===== config.mk =====
export PLATFORM = sky130hd
export DESIGN_NAME = srecord_loader
export DESIGN_NICKNAME = d
export VERILOG_FILES = /design/src/rtl/srl_pkg.sv /design/src/rtl/srl_front.sv /design/src/rtl/srl_queue.sv /design/src/rtl/srl_back.sv /design/src/rtl/srecord_loader.sv
export SDC_FILE = /design/constraint.sdc
export NUM_CORES = 1
export LEC_CHECK = 0
export BUFFER_PORTS_ARGS = -buffer_cell sky130_fd_sc_hd__buf_2
export CAP_MARGIN = 40
export CORE_MARGIN = 1
export CORE_UTILIZATION = 45
export DETAILED_ROUTE_END_ITERATION = 10
export HOLD_SLACK_MARGIN = 0.1
export PLACE_DENSITY_LB_ADDON = 0.05
export REMOVE_ABC_BUFFERS = 1
export SYNTH_ARGS = -nofsm -noshare
export SYNTH_HDL_FRONTEND = slang
export SYNTH_HIERARCHICAL = 1
export SYNTH_SLANG_ARGS = --single-unit
export TNS_END_PERCENT = 30

===== constraint.sdc =====
create_clock -name clk -period 4.2 [get_ports clk]
set_clock_uncertainty 0.2 [all_clocks]
set_input_delay 0 -clock clk [delete_from_list [all_inputs] [get_ports clk]]
set_output_delay 0 -clock clk [all_outputs]
set_load 0.02 [all_outputs]

===== src/rtl/srl_pkg.sv =====
package srl_pkg;

  localparam int unsigned QueueDepth = 2;
  localparam int unsigned PtrWidth = $clog2(QueueDepth);
  localparam int unsigned CountWidth = $clog2(QueueDepth + 1);

  localparam logic [7:0] CharS = 8'h53;
  localparam logic [7:0] CaseMask = 8'hdf;
  localparam logic [7:0] LetterBase = 8'd55;
  localparam logic [7:0] DigitFix = 8'd39;
  localparam logic [9:0] ColumnMax = 10'd1023;

  typedef enum logic {
    EV_WRITE = 1'b0,
    EV_JUMP  = 1'b1
  } event_kind_t;

  typedef struct packed {
    logic       is_s;
    logic [3:0] nib;
  } token_t;

  typedef struct packed {
    logic empty;
    logic full;
  } queue_status_t;

  function automatic logic [3:0] hex_nibble(input logic [7:0] c);
    logic [7:0] v;
    logic [7:0] r;
    begin
      v = c & CaseMask;
      if (v < LetterBase) begin
        r = v + DigitFix - LetterBase;
      end else begin
        r = v - LetterBase;
      end
      return r[3:0];
    end
  endfunction

  function automatic logic [3:0] addr_digits(input logic [3:0] t);
    logic [4:0] n;
    begin
      if (t <= 4'd3) begin
        n = ({1'b0, t} + 5'd1) << 1;
      end else if (t <= 4'd10) begin
        n = (5'd11 - {1'b0, t}) << 1;
      end else begin
        n = 5'd0;
      end
      return n[3:0];
    end
  endfunction

endpackage


===== src/rtl/srl_front.sv =====
module srl_front (
  input  logic             char_valid,
  input  logic [7:0]       char_in,
  input  srl_pkg::queue_status_t q_status,
  output logic             char_stall,
  output logic             push,
  output srl_pkg::token_t  push_token
);

  // classify the character: start mark or hex digit
  always_comb begin
    char_stall = q_status.full;
    push = char_valid && !q_status.full;
    push_token.is_s = (char_in == srl_pkg::CharS);
    push_token.nib = srl_pkg::hex_nibble(char_in);
  end

endmodule


===== src/rtl/srl_queue.sv =====
module srl_queue (
  input  logic             clk,
  input  logic             rst,
  input  logic             push,
  input  srl_pkg::token_t  push_token,
  input  logic             pop,
  output srl_pkg::token_t  pop_token,
  output srl_pkg::queue_status_t q_status
);

  srl_pkg::token_t entries [srl_pkg::QueueDepth];
  logic [srl_pkg::PtrWidth-1:0] wr_ptr;
  logic [srl_pkg::PtrWidth-1:0] rd_ptr;
  logic [srl_pkg::CountWidth-1:0] count;

  localparam logic [srl_pkg::PtrWidth-1:0] LastPtr =
    srl_pkg::PtrWidth'(srl_pkg::QueueDepth - 1);
  localparam logic [srl_pkg::CountWidth-1:0] FullCount =
    srl_pkg::CountWidth'(srl_pkg::QueueDepth);

  always_comb begin
    q_status.empty = (count == '0);
    q_status.full = (count == FullCount);
    pop_token = entries[rd_ptr];
  end

  always_ff @(posedge clk) begin
    if (push) begin
      entries[wr_ptr] <= push_token;
    end
  end

  always_ff @(posedge clk) begin
    if (rst) begin
      wr_ptr <= '0;
      rd_ptr <= '0;
      count <= '0;
    end else begin
      if (push) begin
        wr_ptr <= (wr_ptr == LastPtr) ? '0 : wr_ptr + 1'b1;
      end
      if (pop) begin
        rd_ptr <= (rd_ptr == LastPtr) ? '0 : rd_ptr + 1'b1;
      end
      if (push && !pop) begin
        count <= count + 1'b1;
      end else if (pop && !push) begin
        count <= count - 1'b1;
      end
    end
  end

endmodule


===== src/rtl/srl_back.sv =====
module srl_back (
  input  logic             clk,
  input  logic             rst,
  input  srl_pkg::queue_status_t q_status,
  input  srl_pkg::token_t  pop_token,
  output logic             pop,
  input  logic             event_stall,
  output logic             event_valid,
  output logic             event_kind,
  output logic [31:0]      target_address,
  output logic [7:0]       byte_value
);

  logic [9:0]  column;
  logic [31:0] address_acc;
  logic [3:0]  address_digits;
  logic [7:0]  byte_count;
  logic [3:0]  record_type;
  logic        nibble_phase;
  logic [7:0]  data_acc;
  logic        halted;

  logic [9:0]  column_next;
  logic [31:0] address_acc_next;
  logic [3:0]  address_digits_next;
  logic [7:0]  byte_count_next;
  logic [3:0]  record_type_next;
  logic        nibble_phase_next;
  logic [7:0]  data_acc_next;
  logic        halted_next;

  logic        emit;
  srl_pkg::event_kind_t emit_kind;
  logic [31:0] emit_addr;
  logic [7:0]  emit_byte;
  logic [9:0]  col_inc;
  logic [7:0]  data_shift;
  logic        is_data_type;
  logic        is_jump_type;

  always_comb begin
    pop = !q_status.empty && (!event_valid || !event_stall);
    col_inc = (column < srl_pkg::ColumnMax) ? column + 10'd1 : column;
    data_shift = {data_acc[3:0], pop_token.nib};
    is_data_type = (record_type >= 4'd1) && (record_type <= 4'd3);
    is_jump_type = (record_type >= 4'd7) && (record_type <= 4'd9);

    column_next = column;
    address_acc_next = address_acc;
    address_digits_next = address_digits;
    byte_count_next = byte_count;
    record_type_next = record_type;
    nibble_phase_next = nibble_phase;
    data_acc_next = data_acc;
    halted_next = halted;
    emit = 1'b0;
    emit_kind = srl_pkg::EV_WRITE;
    emit_addr = address_acc;
    emit_byte = '0;

    if (pop && !halted) begin
      column_next = col_inc;
      if (pop_token.is_s) begin
        column_next = '0;
        address_acc_next = '0;
        byte_count_next = '0;
        record_type_next = '0;
      end else if (col_inc == 10'd1) begin
        record_type_next = pop_token.nib;
        address_digits_next = srl_pkg::addr_digits(pop_token.nib);
      end else if (col_inc <= 10'd3) begin
        byte_count_next = {byte_count[3:0], pop_token.nib};
      end else if (col_inc <= {6'd0, address_digits} + 10'd3) begin
        address_acc_next = {address_acc[27:0], pop_token.nib};
        nibble_phase_next = 1'b1;
      end else if (is_data_type) begin
        if (col_inc <= {1'b0, byte_count, 1'b0} + 10'd1) begin
          data_acc_next = data_shift;
          if (nibble_phase) begin
            nibble_phase_next = 1'b0;
          end else begin
            emit = 1'b1;
            emit_byte = data_shift;
            address_acc_next = address_acc + 32'd1;
            nibble_phase_next = 1'b1;
          end
        end else if (!nibble_phase) begin
          // lone trailing nibble
          data_acc_next = {data_acc[3:0], 4'd0};
          emit = 1'b1;
          emit_byte = {data_acc[3:0], 4'd0};
        end
      end else if (is_jump_type) begin
        emit = 1'b1;
        emit_kind = srl_pkg::EV_JUMP;
        halted_next = 1'b1;
      end
    end
  end

  always_ff @(posedge clk) begin
    if (rst) begin
      column <= '0;
      address_acc <= '0;
      address_digits <= '0;
      byte_count <= '0;
      record_type <= '0;
      nibble_phase <= 1'b0;
      data_acc <= '0;
      halted <= 1'b0;
      event_valid <= 1'b0;
    end else begin
      column <= column_next;
      address_acc <= address_acc_next;
      address_digits <= address_digits_next;
      byte_count <= byte_count_next;
      record_type <= record_type_next;
      nibble_phase <= nibble_phase_next;
      data_acc <= data_acc_next;
      halted <= halted_next;
      if (emit) begin
        event_valid <= 1'b1;
      end else if (!event_stall) begin
        event_valid <= 1'b0;
      end
    end
  end

  always_ff @(posedge clk) begin
    if (emit) begin
      event_kind <= emit_kind;
      target_address <= emit_addr;
      byte_value <= emit_byte;
    end
  end

endmodule


===== src/rtl/srecord_loader.sv =====
// S-record loader: takes one ASCII character per request on the char channel
// and sends byte-write and jump requests on the event channel. One character
// is accepted every clock cycle while char_stall is low; a character's event
// passes through a two-entry token queue and then the parser's output
// register. char_stall rises only when that queue is full, which happens as
// soon as one or two characters arrive while a pending event request is
// stalled. After a jump request the loader ignores all input until reset.
module srecord_loader (
  input  logic        clk,
  input  logic        rst,
  input  logic        char_valid,
  output logic        char_stall,
  input  logic [7:0]  char_in,
  output logic        event_valid,
  input  logic        event_stall,
  output logic        event_kind,
  output logic [31:0] target_address,
  output logic [7:0]  byte_value
);

  srl_pkg::queue_status_t q_status;
  srl_pkg::token_t push_token;
  srl_pkg::token_t pop_token;
  logic push;
  logic pop;

  srl_front u_front (
    .char_valid (char_valid),
    .char_in    (char_in),
    .q_status   (q_status),
    .char_stall (char_stall),
    .push       (push),
    .push_token (push_token)
  );

  srl_queue u_queue (
    .clk        (clk),
    .rst        (rst),
    .push       (push),
    .push_token (push_token),
    .pop        (pop),
    .pop_token  (pop_token),
    .q_status   (q_status)
  );

  srl_back u_back (
    .clk            (clk),
    .rst            (rst),
    .q_status       (q_status),
    .pop_token      (pop_token),
    .pop            (pop),
    .event_stall    (event_stall),
    .event_valid    (event_valid),
    .event_kind     (event_kind),
    .target_address (target_address),
    .byte_value     (byte_value)
  );

endmodule


==> qor.tcl, run 1 <==
set qor(synth_largest_area_cell) {edfxtp_1}
set qor(synth.ff_latch_count) 120
set qor(worstHoldPathCells) 4
set qor(max_freq_ghz) 0.253
set qor(yosysTopAreaCellShare) 0.240
set qor(worst_setup_slack_for_register_to_register_paths_ns) 0.25
set qor(dr_total_vias) 5482
set qor(cp_bufs_invs) 0
set qor(route.detailed.vias_per_inst) 5.75
set qor(h_tree_level_count) 4
set qor(chipHeight_um) 121
set qor(timing.max_slew.rel_slack) 0.456
set qor(dr.max_layer_used) {met4}
set qor(top_flip_flop_cell_by_instance_count_after_synthesis) {dfxtp_1}
set qor(wl_um) 16300
set qor(rows) 43
set qor(synth_enable_flop_cells) 51
set qor(tritoncts) {built}
set qor(ant_diodes) 0
set qor(ys_seq_area_frac) 0.456
set qor(maxSlewViolCount) 0
set qor(floorplan.initialDensity) 0.460
set qor(clk_transition_reported_paths_ns) 0.06
set qor(post_synth_num_cell_types) 69
set qor(numClockSinks) 120
set qor(worstHoldStart) {event_stall}
set qor(syn-instance-count) 692
set qor(powerDensity_mw_per_mm2) 474
set qor(holdPathEnd) {u_back/event_valid}
set qor(floorplan_die_area_mm2) 0.0147
set qor(run_status) {finished clean}
set qor(via_count_of_the_first_global_routing_pass) 5240
set qor(timing.max_cap.violations) 0
set qor(timing.final.crit_share) 0.940
set qor(syn_area_mm2) 0.00638
set qor(pin_count_of_the_biggest_net_entering_global_routing) 59
set qor(timing_hold_violations_final) 0
set qor(area_growth_pct) 18.6
set qor(yosys_warnings) 6
set qor(critPathArrivalTime_ns) 4.06
set qor(rsz0062_at_grt) {no}
set qor(async_reset_ff_frac) 0
set qor(avgSynthCellArea_um2) 9.23
set qor(crit_path_max_incr_delay_ns) 0.41
set qor(clk_path_buf_depth) 2
set qor(place_inst) 907
set qor(final.hold.worst_slack_ns) 0.260
set qor(drc) 0
set qor(worst_r2r_startpoint) {u_back/column[1]}
set qor(worst_path_dominant_cell_family) {compound AO/OA/AOI/OAI gates}
set qor(antenna_violations_before_repair) 0
set qor(cts-root-buf) {clkbuf_16}
set qor(place_congestion) 0.914
set qor(globalRouteOverflowTotal) 0
set qor(met1_length_um) 7200
set qor(dp_hpwl_um) 11100
set qor(vdd_ir_drop_max_v) 0.000350
set qor(worst_r2r_endpoint) {u_back/address_acc[31]}
set qor(routed_wire_length_per_instance_um) 17.1
set qor(dr_wl_met2_um) 8120
set qor(worst_hold_path_type) {in -> reg}
set qor(placeable_area_mm2) 0.0139
set qor(starting_drc_count_in_detailed_routing) 522
set qor(critical_path.startpoint_type) {register}
set qor(static-leakage-power_nw) 2.80
set qor(drive_above_1_share) 0.188
set qor(dr.pass1.iters) 5
set qor(io_buffer_count) 54
set qor(worstSkewPairLatency_ns) 0.42
set qor(grt_pass1_wl_um) 26500
set qor(floorplan.io_pins) 55
set qor(route.antenna.remaining_nets) 0
set qor(setup_viol) 0
set qor(rr_worst_depth) 13
set qor(critical_path_class) {reg -> reg}
set qor(synthTopCellsByArea) {edfxtp_1 24%, dfxtp_1 22%, a21oi_1 4.1%, nor2_1 3.9%, nand2_1 3.8%}
set qor(worst_margin_slew_ns) 0.808
set qor(cts_inserted_buffers) 17
set qor(required_ns) 4.31
set qor(design.final.nets) 790
set qor(worstPathMaxFanout) 8
set qor(finalNonFillerCells) 953
set qor(endpoint_kind) {register}
set qor(min_period_ns) 3.95
set qor(critical_path.slowest_cell) {dfxtp_1}
set qor(met3_length_um) 776
set qor(dieWidth_um) 121
set qor(critical_path.cell_chain) {ha_2, and3_1, nand3_1, and3_1, xor2_1, ha_1, and3_1, a221oi_1, o21ai_1, a21o_1, a211oi_2, nor3_2, a211o_1}
set qor(groute.usage.overall) 0.237
set qor(path_common_cell) {and3_1}
layer usage:
metal | vias up | global-route usage
met5 | - | 0
met1 | 2618 | 0.296
met4 | 0 | 0.0841
met2 | 152 | 0.404
met3 | 19 | 0.0475
li1 | 2693 | -
cells by family after synthesis:
group,synth area share
muxes,0.0288
and+or+nand+nor,0.228
AOI/OAI and AO/OA,0.175
xor gates and xnor gates,0.0288
adders and majority gates,0.0353
buffers and inverters,0.0476
DFF,0.456
metrics by stage:
stage | utilization | setup slack [ns] | setup TNS (ns) | power, mW | instance area, um^2
CTS | 0.545 | 0.103 | 0 | 3.61 | 7570
floorplan | - | -0.613 | -25.14 | 1.94 | 6170
global route | 0.546 | 0.0316 | 0 | 3.76 | 7570
global placement | 0.494 | 0.246 | 0 | 2.20 | 6860
detailed placement | 0.495 | 0.136 | 0 | 2.23 | 6870
finish | 0.546 | 0.252 | 0 | 3.59 | 7570
what timing repair did:
item / CTS / global route
setup buffers: 0 / 0
hold buffers: 14 / 0
hold endpoints to repair: 80 / 0
endpoints found under the setup margin: 0 / 76
gates resized for setup: 0 / 3
Yosys cell counts, drive strengths merged (5+ instances only):
library cell	instances
nor4	10
a22oi	13
nand3	41
mux2	8
nor2	67
and4	8
a211oi	5
nand4	15
a41oi	5
and3	13
edfxtp	51
buf	17
xnor2	12
a31oi	9
a21o	11
a21oi	53
inv	25
nand2	64
nor3	26
or4	6
clkbuf	26
o21ai	34
xor2	9
mux2i	9
and2	15
dfxtp	69
o211ai	7
ha	18
cell usage in the layout (no fill, tap or decap), types with 4 or more instances in the layout:
master,Yosys,final
nor4_1,8,8
nor3_1,23,23
a21o_1,11,11
and4_1,6,6
o211ai_1,5,5
inv_1,25,25
nand4_1,13,13
buf_2,12,54
dlygate4sd3_1,0,14
xor2_1,9,9
a41oi_1,5,5
nand3_1,41,41
edfxtp_1,51,51
or3_1,4,4
mux2_2,8,8
clkinvlp_4,0,4
a22oi_1,13,13
and2_1,11,11
xnor2_1,12,12
and3_1,13,13
ha_1,18,17
buf_4,1,22
a21oi_1,52,52
o21ai_0,33,32
nand2_1,64,63
a31oi_1,8,8
clkbuf_16,0,17
nor2_1,67,67
or4_1,6,6
dfxtp_1,69,68
mux2i_1,8,8
clkinv_4,0,4
and2_0,4,4
how the worst max path moves through the flow:
| stage | startpoint | to | slack [ns] | cells after the start |
|---|---|---|---|---|
| after floorplan | u_back/column[0] | u_back/byte_value[0] | -0.61 | 11 |
| after global placement | u_back/column[0] | u_back/address_acc[18] | 0.25 | 14 |
| after detailed placement | u_back/column[0] | u_back/address_acc[16] | 0.14 | 14 |
| after CTS | u_back/column[0] | u_back/address_acc[16] | 0.10 | 14 |
| after global routing | u_back/column[1] | u_back/address_acc[10] | 0.03 | 13 |
| final | u_back/column[1] | u_back/address_acc[31] | 0.25 | 13 |
tightest hold or removal path, stage by stage:
cell and delay [ns]:
dlygate4sd3_1 0.53, buf_2 0.13, nand2_1 0.07, a31oi_1 0.09
state kept, by name, indices dropped and copies added, names as in the netlist, named ones only:
| register | cells |
|---|---|
| u_back/address_acc | 32 |
| u_back/target_address | 32 |
| u_queue/count | 2 |
| u_back/column | 10 |
| u_back/byte_value | 8 |
| u_back/event_kind | 1 |
| u_queue/entries | 10 |
| u_queue/rd_ptr | 1 |
| u_back/data_acc | 4 |
| u_back/nibble_phase | 1 |
| u_back/address_digits | 3 |
| u_back/halted | 1 |
| u_back/event_valid | 1 |
| u_queue/wr_ptr | 1 |
| u_back/byte_count | 8 |
| u_back/record_type | 4 |
area by class of cell:
class	instances	area (um^2)
sequential	120	2910
clock inverter	14	128
timing repair buffer	92	611
tap	180	225
fill	1286	6310
clock buffer	18	429
multi-input combinational	504	3170
inverter	25	93.8
report_power, final:
group	total [mW]	switching [mW]	internal [mW]
Sequential	1.36	0.0680	1.29
Clock	1.36	0.546	0.814
Combinational	0.870	0.562	0.308
Total	3.59	1.18	2.41
Note: power is estimated with default switching activity, not from simulation.
==> run 2, diff against run 1 <==
SYNTH_HIERARCHICAL = unset   (was 1)
==> run 2 against run 1 <==
Worst setup slack improved by 0.020 ns. Utilization up 0.50 points. Sequential share of layout area grew 1.5 points. Die area down 3.9%. Final area fell by 3.7%. Highest routed layer unchanged. Area after synthesis is 4.0% lower. Sequential cell count is the same. Worst hold slack lost 0.0066 ns. Critical path depth did not move.
==> qor.tcl, run 2 <==
set qor(holdPathEnd) {u_back.byte_count[5]}
set qor(h_tree_level_count) 4
set qor(timing.max_cap.violations) 0
set qor(critical_path.slowest_cell) {dfxtp_1}
set qor(ys_seq_area_frac) 0.475
set qor(critical_path.startpoint_type) {register}
set qor(floorplan.io_pins) 55
set qor(worst_hold_path_type) {reg -> reg}
set qor(worst_r2r_endpoint) {u_back.address_acc[20]}
set qor(timing_hold_violations_final) 0
set qor(route.detailed.vias_per_inst) 5.85
set qor(syn_area_mm2) 0.00613
set qor(dr.pass1.iters) 5
set qor(worstHoldStart) {u_back.byte_count[5]}
set qor(placeable_area_mm2) 0.0132
set qor(numClockSinks) 120
set qor(path_common_cell) {o211ai_1}
set qor(static-leakage-power_nw) 2.74
set qor(post_synth_num_cell_types) 63
set qor(leading_cell_types_by_count_after_synthesis) {69 x dfxtp_1, 64 x nand2_1, 54 x a21oi_1}
set qor(routed_wire_length_per_instance_um) 16.9
set qor(cts_setup_buffers) 0
set qor(timing.final.crit_share) 0.935
set qor(dpl_cell_area_mm2) 0.00656
set qor(register_area_mm2) 0.00291
set qor(clk_transition_reported_paths_ns) 0.06
set qor(finalNonFillerCells) 900
set qor(route.antenna.remaining_nets) 0
set qor(setup_viol) 0
set qor(n_fill_cell) 1227
set qor(layout.core_utilization) 0.551
set qor(critical_path_class) {reg -> reg}
set qor(final.hold.worst_slack_ns) 0.253
set qor(globalRouteOverflowTotal) 0
set qor(avgSynthCellArea_um2) 9.51
set qor(synth_largest_area_cell) {edfxtp_1}
set qor(io_buffer_count) 54
set qor(dp_hpwl_um) 10200
set qor(drc) 0
set qor(max_freq_ghz) 0.255
set qor(sum_neg_setup_slack_ns) 0
set qor(clk_path_buf_depth) 2
set qor(crit_path_max_incr_delay_ns) 0.50
set qor(area_growth_pct) 18.9
set qor(ant_diodes) 0
set qor(min_period_ns) 3.93
set qor(endpoint_kind) {register}
set qor(async_reset_ff_frac) 0
set qor(synthTopCellsByArea) {edfxtp_1 25%, dfxtp_1 23%, a21oi_1 4.4%, ha_1 4.1%, nand2_1 3.9%}
set qor(worstHoldPathCells) 2
set qor(design.final.nets) 743
set qor(worst_margin_slew_ns) 0.832
set qor(layout.cells.most_common_list) {69 x dfxtp_1, 64 x nand2_1, 54 x buf_2}
set qor(synth_enable_flop_cells) 51
set qor(largestRegisters) {u_back.address_acc x32, u_back.target_address x32}
set qor(grt_pass1_wl_um) 25100
set qor(worstSkewPairLatency_ns) 0.42
set qor(vdd_ir_drop_max_v) 0.000310
set qor(place_inst) 852
set qor(synth.ff_latch_count) 120
set qor(rr_worst_depth) 13
set qor(place_congestion) 0.824
set qor(via_count_of_the_first_global_routing_pass) 4968
set qor(run_status) {finished clean}
set qor(cts-root-buf) {clkbuf_16}
set qor(critical_path.cell_chain) {nand4_1, nor2_1, a21oi_1, a31oi_1, ha_1, a22oi_1, o211ai_1, o22ai_1, o211ai_1, a211o_1, and3_1, buf_4, a221o_1}
set qor(pin_count_of_the_biggest_net_entering_global_routing) 40
set qor(final_common_cell) {dfxtp_1}
set qor(rows) 42
set qor(maxSlewViolCount) 0
set qor(antenna_violations_before_repair) 0
set qor(cts_inserted_buffers) 17
set qor(top_flip_flop_cell_by_instance_count_after_synthesis) {dfxtp_1}
set qor(tritoncts) {built}
set qor(area_of_the_multi_input_gates_mm2) 0.00295
set qor(critPathArrivalTime_ns) 4.03
set qor(wl_um) 15200
set qor(design_area_mm2) 0.00729
set qor(synthMostInstantiatedCell) {dfxtp_1}
set qor(dieWidth_um) 119
set qor(groute.usage.overall) 0.225
set qor(floorplan.initialDensity) 0.463
set qor(drive_above_1_share) 0.162
set qor(starting_drc_count_in_detailed_routing) 481
set qor(yosysTopAreaCellShare) 0.250
set qor(worst_setup_slack_for_register_to_register_paths_ns) 0.27
set qor(dr_total_vias) 5262
set qor(powerDensity_mw_per_mm2) 478
set qor(timing.max_slew.rel_slack) 0.429
set qor(chipHeight_um) 119
set qor(worst_r2r_startpoint) {u_back.column[2]}
set qor(required_ns) 4.31
set qor(rsz0062_at_grt) {no}
set qor(floorplan_die_area_mm2) 0.0141
set qor(worstPathMaxFanout) 24
set qor(syn-instance-count) 645
set qor(yosys_warnings) 0
-- run 2: cell count changes after synthesis, sizes merged, moves of 8 or more --
| cell | change |
|---|---|
| and2 | -10 |
| a221o | +8 |
| o21ai | -24 |
| a211o | +13 |
| or3 | +13 |
| nor3 | -11 |
| nand3 | -12 |
| o21a | +8 |
| nor2 | -21 |
-- run 2: worst max path at each step --
stage,start,slack [ns],end
6_report,u_back.column[2],0.27,u_back.address_acc[20]
3_3_place_gp,u_back.column[6],0.34,u_back.address_acc[29]
5_1_grt,u_back.column[3],0.03,u_back.address_acc[29]
2_1_floorplan,u_back.column[0],-1.95,u_back.address_acc[10]
3_5_place_dp,u_back.column[6],0.28,u_back.address_acc[25]
4_1_cts,u_back.column[0],0.24,u_back.address_acc[26]
-- run 2: stage by stage --
step | setup slack (ns) | total power, mW
2_1_floorplan | -1.95 | 1.88
3_3_place_gp | 0.345 | 2.10
4_1_cts | 0.244 | 3.50
3_5_place_dp | 0.277 | 2.12
6_report | 0.272 | 3.49
5_1_grt | 0.0252 | 3.66
-- run 2: kinds of logic (layout without fill, tap and decap cells) --
kind of cell | Yosys count | count (layout) | synth area share
XOR/XNOR | 10 | 10 | 0.0143
adder cells (fa/ha/maj) | 20 | 20 | 0.0408
AO/OA/AOI/OAI | 168 | 168 | 0.191
buffers and inverters | 69 | 148 | 0.0506
AND/OR/NAND/NOR | 245 | 245 | 0.206
flip-flops | 120 | 120 | 0.475
multiplexers | 13 | 13 | 0.0220
-- run 2: worst max-delay path, delay by kind of cell, from the launching register on --
family | cells | cell delay [ns]
AND/OR/NAND/NOR | 3 | 0.72
AO/OA/AOI/OAI | 8 | 1.86
adder cells (fa/ha/maj) | 1 | 0.31
buffers and inverters | 1 | 0.23
flip-flops | 1 | 0.50
-- run 2: metal layers --
layer  vias to the layer above  wire length, um  track usage
met5                         -                0            0
met4                         0              114       0.0641
met3                        13              535       0.0497
met2                       107             7140        0.364
met1                      2576             7440        0.302
li1                       2566                -            -
-- run 2: layout make-up --
| cell class | instances | area share |
|---|---|---|
| clock buffers | 18 | 0.0589 |
| inverters | 32 | 0.0165 |
| clock inverters | 14 | 0.0173 |
| repair buffers | 84 | 0.0734 |
| multi-input cells | 456 | 0.404 |
| flip-flops and latches | 120 | 0.399 |
| well taps | 176 | 0.0302 |
-- run 2: timing repair --
action                                  in CTS  in global routing
hold buffers                                16                  0
resized for setup                            0                  4
endpoints found under the hold margin       55                  0
endpoints found under the setup margin       0                 11
-- run 2: power by group --
group          leakage [nW]  switching [mW]  internal, mW
Sequential             1.04          0.0769          1.29
Clock                 0.259           0.547         0.813
Combinational          1.44           0.493         0.264
Total                  2.74            1.12          2.37
==> run 3, diff against run 2 <==
PLACE_DENSITY = 0.74   (was unset)
PLACE_DENSITY_LB_ADDON = unset   (was 0.05)
==> run 3 against run 2 <==
Sequential share of layout area decreased by 0.55 points. Maximum frequency decreased by 1.3%. Global-route usage decreased by 0.81 points. Sequential power about the same. Cell count increased by 0.11%.
==> qor.tcl, run 3 (synthesis gave the netlist of run 2 again) <==
set qor(numClockSinks) 120
set qor(starting_drc_count_in_detailed_routing) 390
set qor(required_ns) 4.29
set qor(area_of_the_multi_input_gates_mm2) 0.00296
set qor(critical_path.cell_chain) {and4_1, nand3_1, nand2_1, o21ai_0, ha_1, a21o_1, a21o_1, a21o_1, a211o_1, a211o_1, and3_1, buf_4, a221o_1}
set qor(powerDensity_mw_per_mm2) 491
set qor(timing_hold_violations_final) 0
set qor(maxSlewViolCount) 0
set qor(register_area_mm2) 0.00291
set qor(place_congestion) 0.885
set qor(via_count_of_the_first_global_routing_pass) 4983
set qor(dpl_cell_area_mm2) 0.00659
set qor(max_freq_ghz) 0.251
set qor(critPathArrivalTime_ns) 4.07
set qor(design.final.nets) 744
set qor(worst_path_dominant_cell_family) {compound AO/OA/AOI/OAI gates}
set qor(timing.final.crit_share) 0.948
set qor(layout.cells.most_common_list) {69 x dfxtp_1, 64 x nand2_1, 54 x buf_2}
set qor(run_status) {finished clean}
set qor(cts-root-buf) {clkbuf_16}
set qor(io_buffer_count) 54
set qor(worst_hold_path_type) {reg -> reg}
set qor(endpoint_kind) {register}
set qor(tritoncts) {built}
set qor(placeable_area_mm2) 0.0132
set qor(route.antenna.remaining_nets) 0
set qor(static-leakage-power_nw) 2.79
set qor(path_common_cell) {a21o_1}
set qor(wl_um) 14800
set qor(globalRouteOverflowTotal) 0
set qor(crit_path_max_incr_delay_ns) 0.54
set qor(clk_transition_reported_paths_ns) 0.05
set qor(floorplan_die_area_mm2) 0.0141
set qor(critical_path.startpoint_type) {register}
set qor(critical_path.slowest_cell) {dfxtp_1}
set qor(dieWidth_um) 119
set qor(h_tree_level_count) 4
set qor(clk_path_buf_depth) 2
set qor(area_growth_pct) 20.6
set qor(ant_diodes) 0
set qor(grt_pass1_wl_um) 24400
set qor(cts_inserted_buffers) 17
set qor(worst_margin_slew_ns) 0.785
set qor(antenna_violations_before_repair) 0
set qor(floorplan.io_pins) 55
set qor(routed_wire_length_per_instance_um) 16.4
set qor(critical_path_class) {reg -> reg}
set qor(n_fill_cell) 1134
set qor(dp_hpwl_um) 9890
set qor(worstPathMaxFanout) 14
set qor(cp_bufs_invs) 1
set qor(place_inst) 853
set qor(groute.usage.overall) 0.217
set qor(rows) 42
set qor(drc) 0
set qor(drive_above_1_share) 0.159
set qor(timing.max_slew.rel_slack) 0.462
set qor(finalNonFillerCells) 901
set qor(dr_total_vias) 5339
set qor(final_common_cell) {dfxtp_1}
set qor(worstSkewPairLatency_ns) 0.41
set qor(rsz0062_at_grt) {no}
set qor(dr.pass1.iters) 5
set qor(min_period_ns) 3.98
set qor(timing.max_cap.violations) 0
set qor(pin_count_of_the_biggest_net_entering_global_routing) 50
set qor(route.detailed.vias_per_inst) 5.93
set qor(sum_neg_setup_slack_ns) 0
set qor(cts_setup_buffers) 0
set qor(design_area_mm2) 0.00739
set qor(chipHeight_um) 119
set qor(floorplan.initialDensity) 0.463
set qor(vdd_ir_drop_max_v) 0.000354
set qor(setup_viol) 0
set qor(largestRegisters) {u_back.address_acc x32, u_back.target_address x32}
[run 3: through the flow]
step           power [mW]  worst slack (ns)  hold slack, ns  utilization
6_report             3.63             0.220           0.260        0.558
3_5_place_dp         2.11             0.151           0.162        0.498
4_1_cts              3.63             0.156           0.261        0.557
5_1_grt              3.78            0.0514           0.286        0.558
3_3_place_gp         2.08             0.320           0.139        0.498
2_1_floorplan        1.88             -1.95          -0.131            -
[run 3: routing by layer]
layer,vias up,GRT usage,part of all wire
met5,-,0,0
met3,19,0.0497,0.043
met4,0,0.0759,0.012
li1,2564,-,-
met2,151,0.360,0.49
met1,2605,0.277,0.45
[run 3: area by class of cell]
cell class	instances	area share
inverters	32	0.0162
well taps	176	0.0298
multi-input cells	456	0.400
clock inverters	14	0.0242
flip-flops and latches	120	0.394
repair buffers	85	0.0768
clock buffers	18	0.0594
[run 3: report_power, final]
| group | switching, mW | internal, mW |
|---|---|---|
| clock network | 0.504 | 0.999 |
| registers | 0.0793 | 1.29 |
| logic | 0.487 | 0.267 |
| total | 1.07 | 2.56 |
[run 3: path summary, 6_finish.rpt]
kind | from | endpoint | slack [ns] | cells after the start
setup / recovery | u_back.column[9] | u_back.address_acc[29] | 0.22 | 13
hold / removal | u_back.byte_count[6] | u_back.byte_count[6] | 0.26 | 2
setup reg to reg | u_back.column[9] | u_back.address_acc[29] | 0.22 | 13
hold reg to reg | u_back.byte_count[6] | u_back.byte_count[6] | 0.26 | 2
[run 3: tightest hold or removal path, delay by kind of cell (launching register included)]
family | cells | cell delay (ns)
and+or+nand+nor | 1 | 0.05
DFF | 1 | 0.31
AOI/OAI and AO/OA | 1 | 0.05
[run 3: repair_timing]
item | 4_1_cts | 5_1_grt
setup endpoints to repair | 0 | 68
gates resized for setup | 0 | 4
hold buffers | 16 | 0
endpoints found under the hold margin | 55 | 0
